==> src/hdl/pli_pkg.sv <==
// pli_pkg: shared types and constants of the leaky-integral pid controller
// used by every design module of the block, no dependencies
`timescale 1ns / 1ps

package pli_pkg;

  localparam int ERR_W   = 16;
  localparam int GAIN_W  = 16;
  localparam int INTEG_W = 20;
  localparam int DERIV_W = ERR_W + 1;
  localparam int PROD_P_W = GAIN_W + ERR_W;
  localparam int PROD_I_W = GAIN_W + INTEG_W;
  localparam int PROD_D_W = GAIN_W + DERIV_W;
  localparam int SUM_W   = PROD_I_W + 2;
  localparam int FRAC_W  = 8;
  localparam int OUT_W   = 16;
  localparam int ADDR_W  = 4;

  typedef enum logic [1:0] {
    REG_GAIN_PROP  = 2'd0,
    REG_GAIN_INTEG = 2'd1,
    REG_GAIN_DERIV = 2'd2
  } reg_idx_e;

  typedef struct packed {
    logic signed [GAIN_W-1:0] prop;
    logic signed [GAIN_W-1:0] integ;
    logic signed [GAIN_W-1:0] deriv;
  } gains_t;

endpackage

==> src/hdl/pli_cfg_regs.sv <==
// pli_cfg_regs: apb gain registers of the pid controller
// depends on pli_pkg
`timescale 1ns / 1ps

module pli_cfg_regs (
  input  logic                       clk_i,
  input  logic                       rst_ni,
  input  logic                       psel,
  input  logic                       penable,
  input  logic                       pwrite,
  input  logic [pli_pkg::ADDR_W-1:0] paddr,
  input  logic [31:0]                pwdata,
  output logic [31:0]                prdata,
  output pli_pkg::gains_t            gains_o
);
  import pli_pkg::*;

  gains_t   gains_q, gains_d;
  reg_idx_e idx;
  logic     wr_en;

  assign idx   = reg_idx_e'(paddr[3:2]);
  assign wr_en = psel && penable && pwrite;

  always_comb begin
    gains_d = gains_q;
    if (wr_en) begin
      unique case (idx)
        REG_GAIN_PROP:  gains_d.prop  = pwdata[GAIN_W-1:0];
        REG_GAIN_INTEG: gains_d.integ = pwdata[GAIN_W-1:0];
        REG_GAIN_DERIV: gains_d.deriv = pwdata[GAIN_W-1:0];
        default: ;
      endcase
    end
  end

  always_comb begin
    prdata = '0;
    unique case (idx)
      REG_GAIN_PROP:  prdata = {{(32-GAIN_W){gains_q.prop[GAIN_W-1]}}, gains_q.prop};
      REG_GAIN_INTEG: prdata = {{(32-GAIN_W){gains_q.integ[GAIN_W-1]}}, gains_q.integ};
      REG_GAIN_DERIV: prdata = {{(32-GAIN_W){gains_q.deriv[GAIN_W-1]}}, gains_q.deriv};
      default:        prdata = '0;
    endcase
  end

  always_ff @(posedge clk_i or negedge rst_ni) begin
    if (!rst_ni) begin
      gains_q <= '0;
    end else begin
      gains_q <= gains_d;
    end
  end

  assign gains_o = gains_q;

endmodule

==> src/hdl/pli_state_stage.sv <==
// pli_state_stage: leaky integral and derivative update, first pipeline stage
// depends on pli_pkg
`timescale 1ns / 1ps

module pli_state_stage (
  input  logic                               clk_i,
  input  logic                               rst_ni,
  input  logic                               load_i,
  input  logic signed [pli_pkg::ERR_W-1:0]   error_i,
  output logic signed [pli_pkg::ERR_W-1:0]   err_o,
  output logic signed [pli_pkg::INTEG_W-1:0] integ_o,
  output logic signed [pli_pkg::DERIV_W-1:0] deriv_o
);
  import pli_pkg::*;

  localparam int TRI_W = INTEG_W + 2;

  logic signed [INTEG_W-1:0] integral_q, integral_d;
  logic signed [ERR_W-1:0]   prev_error_q;
  logic signed [ERR_W-1:0]   err_q;
  logic signed [DERIV_W-1:0] deriv_q, deriv_d;
  logic signed [TRI_W-1:0]   tri_val, biased;
  logic signed [INTEG_W-1:0] leak;
  logic signed [INTEG_W:0]   integ_sum;

  always_comb begin
    tri_val = {{2{integral_q[INTEG_W-1]}}, integral_q}
            + {integral_q[INTEG_W-1], integral_q, 1'b0};
    // round toward zero for negative values
    biased  = tri_val + (integral_q[INTEG_W-1] ? TRI_W'(3) : TRI_W'(0));
    leak    = biased[TRI_W-1:2];
    integ_sum = {leak[INTEG_W-1], leak}
              + {{(INTEG_W+1-ERR_W){error_i[ERR_W-1]}}, error_i};
    if (integ_sum[INTEG_W] != integ_sum[INTEG_W-1]) begin
      integral_d = integ_sum[INTEG_W] ? {1'b1, {(INTEG_W-1){1'b0}}}
                                      : {1'b0, {(INTEG_W-1){1'b1}}};
    end else begin
      integral_d = integ_sum[INTEG_W-1:0];
    end
    deriv_d = {error_i[ERR_W-1], error_i} - {prev_error_q[ERR_W-1], prev_error_q};
  end

  always_ff @(posedge clk_i or negedge rst_ni) begin
    if (!rst_ni) begin
      integral_q   <= '0;
      prev_error_q <= '0;
    end else if (load_i) begin
      integral_q   <= integral_d;
      prev_error_q <= error_i;
    end
  end

  always_ff @(posedge clk_i) begin
    if (load_i) begin
      err_q   <= error_i;
      deriv_q <= deriv_d;
    end
  end

  assign err_o   = err_q;
  assign integ_o = integral_q;
  assign deriv_o = deriv_q;

endmodule

==> src/hdl/pli_mac_stage.sv <==
// pli_mac_stage: gain products, sum, scaling and saturation
// depends on pli_pkg
`timescale 1ns / 1ps

module pli_mac_stage (
  input  logic                               clk_i,
  input  logic                               load_prod_i,
  input  logic                               load_out_i,
  input  pli_pkg::gains_t                    gains_i,
  input  logic signed [pli_pkg::ERR_W-1:0]   err_i,
  input  logic signed [pli_pkg::INTEG_W-1:0] integ_i,
  input  logic signed [pli_pkg::DERIV_W-1:0] deriv_i,
  output logic signed [pli_pkg::OUT_W-1:0]   drive_o
);
  import pli_pkg::*;

  localparam int SHR_W = SUM_W - FRAC_W;

  logic signed [PROD_P_W-1:0] prod_p_q;
  logic signed [PROD_I_W-1:0] prod_i_q;
  logic signed [PROD_D_W-1:0] prod_d_q;
  logic signed [SUM_W-1:0]    sum;
  logic signed [SHR_W-1:0]    shr;
  logic signed [OUT_W-1:0]    drive_d, drive_q;

  always_ff @(posedge clk_i) begin
    if (load_prod_i) begin
      prod_p_q <= gains_i.prop  * err_i;
      prod_i_q <= gains_i.integ * integ_i;
      prod_d_q <= gains_i.deriv * deriv_i;
    end
  end

  always_comb begin
    sum = {{(SUM_W-PROD_P_W){prod_p_q[PROD_P_W-1]}}, prod_p_q}
        + {{(SUM_W-PROD_I_W){prod_i_q[PROD_I_W-1]}}, prod_i_q}
        + {{(SUM_W-PROD_D_W){prod_d_q[PROD_D_W-1]}}, prod_d_q};
    shr = sum[SUM_W-1:FRAC_W];
    if (shr[SHR_W-1:OUT_W-1] == '0 || shr[SHR_W-1:OUT_W-1] == '1) begin
      drive_d = shr[OUT_W-1:0];
    end else if (shr[SHR_W-1]) begin
      drive_d = {1'b1, {(OUT_W-1){1'b0}}};
    end else begin
      drive_d = {1'b0, {(OUT_W-1){1'b1}}};
    end
  end

  always_ff @(posedge clk_i) begin
    if (load_out_i) begin
      drive_q <= drive_d;
    end
  end

  assign drive_o = drive_q;

endmodule

==> src/hdl/pid_leaky_integral.sv <==
// pid_leaky_integral: top level of the leaky-integral pid controller
// depends on pli_pkg, pli_cfg_regs, pli_state_stage, pli_mac_stage
`timescale 1ns / 1ps

// One error sample is taken per clock cycle while in_stall_o is low and gives
// one drive value via the integral/derivative, product, and sum and saturation
// stages. The integral update loops on the state register alone, so the
// sustained rate is one sample per cycle. Each stage fills independently, so the
// block keeps taking samples while a result waits; in_stall_o rises only when
// all three stages hold data and out_stall_i is high. The user must write gains
// over the apb port at byte addresses 0, 4 and 8 only while the pipe is empty;
// this is not enforced. Integral and previous error survive gain changes.
module pid_leaky_integral (
  input  logic                       clk_i,
  input  logic                       rst_ni,
  input  logic                       psel,
  input  logic                       penable,
  input  logic                       pwrite,
  input  logic [pli_pkg::ADDR_W-1:0] paddr,
  input  logic [31:0]                pwdata,
  output logic [31:0]                prdata,
  output logic                       pready,
  input  logic                       in_valid_i,
  output logic                       in_stall_o,
  input  logic signed [15:0]         error_in_i,
  output logic                       out_valid_o,
  input  logic                       out_stall_i,
  output logic signed [15:0]         drive_out_o
);
  import pli_pkg::*;

  gains_t                    gains;
  logic signed [ERR_W-1:0]   s1_err;
  logic signed [INTEG_W-1:0] s1_integ;
  logic signed [DERIV_W-1:0] s1_deriv;
  logic                      v1_q, v2_q, v3_q;
  logic                      en1, en2, en3;

  assign pready = 1'b1;

  assign en3 = !v3_q || !out_stall_i;
  assign en2 = !v2_q || en3;
  assign en1 = !v1_q || en2;
  assign in_stall_o  = !en1;
  assign out_valid_o = v3_q;

  always_ff @(posedge clk_i or negedge rst_ni) begin
    if (!rst_ni) begin
      v1_q <= 1'b0;
      v2_q <= 1'b0;
      v3_q <= 1'b0;
    end else begin
      if (en1) begin
        v1_q <= in_valid_i;
      end
      if (en2) begin
        v2_q <= v1_q;
      end
      if (en3) begin
        v3_q <= v2_q;
      end
    end
  end

  pli_cfg_regs u_cfg (
    .clk_i   (clk_i),
    .rst_ni  (rst_ni),
    .psel    (psel),
    .penable (penable),
    .pwrite  (pwrite),
    .paddr   (paddr),
    .pwdata  (pwdata),
    .prdata  (prdata),
    .gains_o (gains)
  );

  pli_state_stage u_state (
    .clk_i   (clk_i),
    .rst_ni  (rst_ni),
    .load_i  (in_valid_i && en1),
    .error_i (error_in_i),
    .err_o   (s1_err),
    .integ_o (s1_integ),
    .deriv_o (s1_deriv)
  );

  pli_mac_stage u_mac (
    .clk_i       (clk_i),
    .load_prod_i (v1_q && en2),
    .load_out_i  (v2_q && en3),
    .gains_i     (gains),
    .err_i       (s1_err),
    .integ_i     (s1_integ),
    .deriv_i     (s1_deriv),
    .drive_o     (drive_out_o)
  );

endmodule

==> config.mk <==
export PLATFORM = sky130hd
export DESIGN_NAME = pid_leaky_integral
export DESIGN_NICKNAME = d
export VERILOG_FILES = /design/src/hdl/pli_pkg.sv /design/src/hdl/pli_cfg_regs.sv /design/src/hdl/pli_state_stage.sv /design/src/hdl/pli_mac_stage.sv /design/src/hdl/pid_leaky_integral.sv
export SDC_FILE = /design/constraint.sdc
export NUM_CORES = 2
export LEC_CHECK = 0
export ABC_CLOCK_PERIOD_IN_PS = 10410
export BUFFER_PORTS_ARGS = -buffer_cell sky130_fd_sc_hd__buf_2
export CORE_UTILIZATION = 31
export CTS_CLUSTER_DIAMETER = 150
export DETAILED_ROUTE_END_ITERATION = 8
export SLEW_MARGIN = 40
export SYNTH_ARGS = -nofsm -noshare
export SYNTH_HDL_FRONTEND = slang
export SYNTH_SLANG_ARGS = --single-unit
==> constraint.sdc <==
create_clock -name clk_i -period 10.41 [get_ports clk_i]
set_input_delay 1.5615 -clock clk_i [delete_from_list [all_inputs] [get_ports clk_i]]
set_output_delay 1.5615 -clock clk_i [all_outputs]
set_load 0.005 [all_outputs]
==> impl_metrics.json <==
{
  "status": "finished, final reports clean",
  "hold_path_end": "v2_q$_DFFE_PN0P_",
  "fmaxAchievable_mhz": 130,
  "ys_types": 81,
  "cap_violations": 0,
  "syn_area_um2": 46000,
  "grt_pass1_wl_um": 185000,
  "dpl_cell_area_um2": 48300,
  "syn-mean-instance-area_um2": 9.59,
  "synthFlopType": "edfxtp_1",
  "port_buffers": 90,
  "finalSetupViolations": 0,
  "fin_nets": 6090,
  "rows": 140,
  "worstHoldPathCells": 1,
  "grt_max_degree": 71,
  "tns_ps": 0,
  "insertion_delay_ps": 610,
  "die-area_um2": 150000,
  "drive_gt1_share_pct": 5.43,
  "drtIter0Drc": 1870,
  "io_pins": 110,
  "syn_inst": 4795,
  "area_growth_pct": 7.23,
  "stdcell_area_um2": 49300,
  "tightest_slew_ps": 888,
  "yosys.area.top_type": "fa_1",
  "grt_util_all_layers_pct": 15.3,
  "ys_seq_elements": 237,
  "overflow": 0,
  "antenna_left": 0,
  "hold_path.class": "reg -> reg",
  "synth_edf_count": 150,
  "drt_wl_total_um": 110000,
  "post_cts_buffers": 0,
  "coreArea_um2": 146000,
  "synthArstFlopShare_pct": 36.7,
  "layout_min_cycle_time_ps": 7710,
  "cp.required_ps": 10760,
  "synth_warnings": 0,
  "cts_tree": "done",
  "arrival_ps": 8060,
  "ff2ff_path_depth": 22,
  "timing.rr.end": "u_mac.prod_i_q[34]$_DFFE_PP_",
  "dr.pass1.iters": 6,
  "skew_ps": 28.0,
  "clk_path_buf_depth": 3,
  "wl_per_cell_um": 16.4,
  "syn-num-nets": 6116,
  "crit_path_end_kind": "flop",
  "synth-seq-area-share_pct": 14.5,
  "clock-sinks": 237,
  "netlist_top_cells_area": "fa_1, ha_1, edfxtp_1",
  "antenna_found_initial": 5,
  "fin_util_pct": 33.7,
  "cts_buffers": 31,
  "drv_slew": 0,
  "place.gp.congestion": 0.862,
  "rsz0062_at_grt": "false",
  "first_global_vias": 34400,
  "hold_path.startpoint": "v1_q$_DFFE_PN0N_",
  "clk_pin_slew_ps": 60,
  "cts_max_level": 1,
  "hold_violations": 0,
  "cts-root-buf": "clkbuf_16",
  "ctsResizeCount": 0,
  "most-common-layout-cells": "inv_1, fa_1, nand2_1",
  "cts-hold-fix-buffers": 0,
  "final_common_cell": "inv_1",
  "start_kind": "flop",
  "finalCritPeriodShare_pct": 74.0,
  "viasPerCell": 4.78,
  "drc": 0,
  "criticalPathCategory": "reg -> reg",
  "regToRegSetupSlack_ps": 2700,
  "yosysTopAreaCellShare_pct": 37.5,
  "num_vias": 32100,
  "start_util_pct": 31.4,
  "maxSlewHeadroom_pct": 40.4,
  "hpwl_um": 91900,
  "die_h_um": 387,
  "fp.dieW_um": 387,
  "rr_startpoint": "u_state.integ_o[10]$_DFFE_PN0P_",
  "crit_fanout": 19
}
==> metrics by stage <==
step	instances	hold WS [ps]	setup WS, ps
after CTS	6709	510	2740
final	6712	509	2700
after detailed placement	6653	492	2760
after floorplan	4795	449	3590
after global routing	6711	541	2370
after global placement	6653	470	2810
==> cells in the mapped netlist (24+ instances only) <==
cell type	number
a21oi_1	146
nor3_1	43
nand3_1	29
and2_1	403
ha_1	401
edfxtp_1	150
xor2_1	52
o21ai_0	116
mux2_2	48
nor2_1	138
nand2b_1	39
fa_1	861
inv_1	1012
nand2_1	530
xnor2_1	160
dfrtp_1	87
and3_1	24
a21o_1	87
nor2b_1	24
clkbuf_1	148
==> worst max-delay path, cell delays in order (launching register included) <==
cell and delay (ps):
dfrtp_1 930, nand2_1 190, fa_1 540, fa_1 470
fa_1 550, inv_1 70, fa_1 440, fa_1 510
inv_1 50, fa_1 470, inv_1 40, ha_1 360
a211o_1 310, o22ai_1 130, nor2_1 80, o31a_1 100
a41o_1 270, o41ai_2 560, o211ai_1 260, a31oi_1 430
o21ai_0 240, a311oi_1 350, xnor2_1 100
==> how the worst max path moves through the flow <==
stage	to	cells after the start	from	slack, ps
2_1_floorplan	u_mac.prod_d_q[32]$_DFFE_PP_	26	u_cfg.gains_o[7]$_DFFE_PN0P_	3590
3_3_place_gp	u_mac.prod_i_q[35]$_DFFE_PP_	22	u_cfg.gains_o[18]$_DFFE_PN0P_	2810
3_5_place_dp	u_mac.prod_i_q[34]$_DFFE_PP_	22	u_cfg.gains_o[17]$_DFFE_PN0P_	2760
4_1_cts	u_mac.prod_i_q[34]$_DFFE_PP_	22	u_cfg.gains_o[17]$_DFFE_PN0P_	2740
5_1_grt	u_mac.prod_d_q[32]$_DFFE_PP_	24	u_cfg.gains_o[8]$_DFFE_PN0P_	2370
6_report	u_mac.prod_i_q[34]$_DFFE_PP_	22	u_state.integ_o[10]$_DFFE_PN0P_	2700
==> flip-flops by register name (all words and copies together) (netlist names), 16 cells and up <==
register and cells:
u_mac.prod_d_q 33, u_state.integ_o 20, u_mac.drive_o 16, u_state.deriv_o 17, u_mac.prod_i_q 36, u_state.prev_error_q 16, u_mac.prod_p_q 32, u_state.err_o 16
u_cfg.gains_o 48
==> logic make-up (layout without fill, tap and decap cells) <==
family                     Yosys count  in the layout  synth area share [%]
AOI/OAI and AO/OA                  530            530                  7.50
xor gates and xnor gates           213            213                  4.07
adders and majority gates         1277           1277                  48.7
buffers and inverters             1187           1184                  9.87
DFF                                237            237                  14.5
muxes                               65             65                  1.55
other                                1              4               0.00816
and+or+nand+nor                   1285           1285                  13.7
==> per-layer routing <==
| layer | global-route usage [%] | share of wire (%) | vias up |
|---|---|---|---|
| li1 | - | - | 14800 |
| met1 | 20.7 | 45 | 16500 |
| met2 | 26.1 | 47 | 675 |
| met3 | 1.27 | 4.2 | 126 |
| met4 | 4.37 | 3.1 | 0 |
| met5 | 0 | 0 | - |
==> layout make-up <==
class	instances	area, um2
fillers	15000	97100
multi-input cells	3371	34800
flip-flops and latches	237	6700
inverters	1013	3800
well taps	1917	2400
clock buffers	38	833
repair buffers	115	648
clock inverters	18	113
diodes	3	7.51
Power is not shown: default switching activity piles up to over one toggle a cycle in this logic, so the estimate is an artifact.
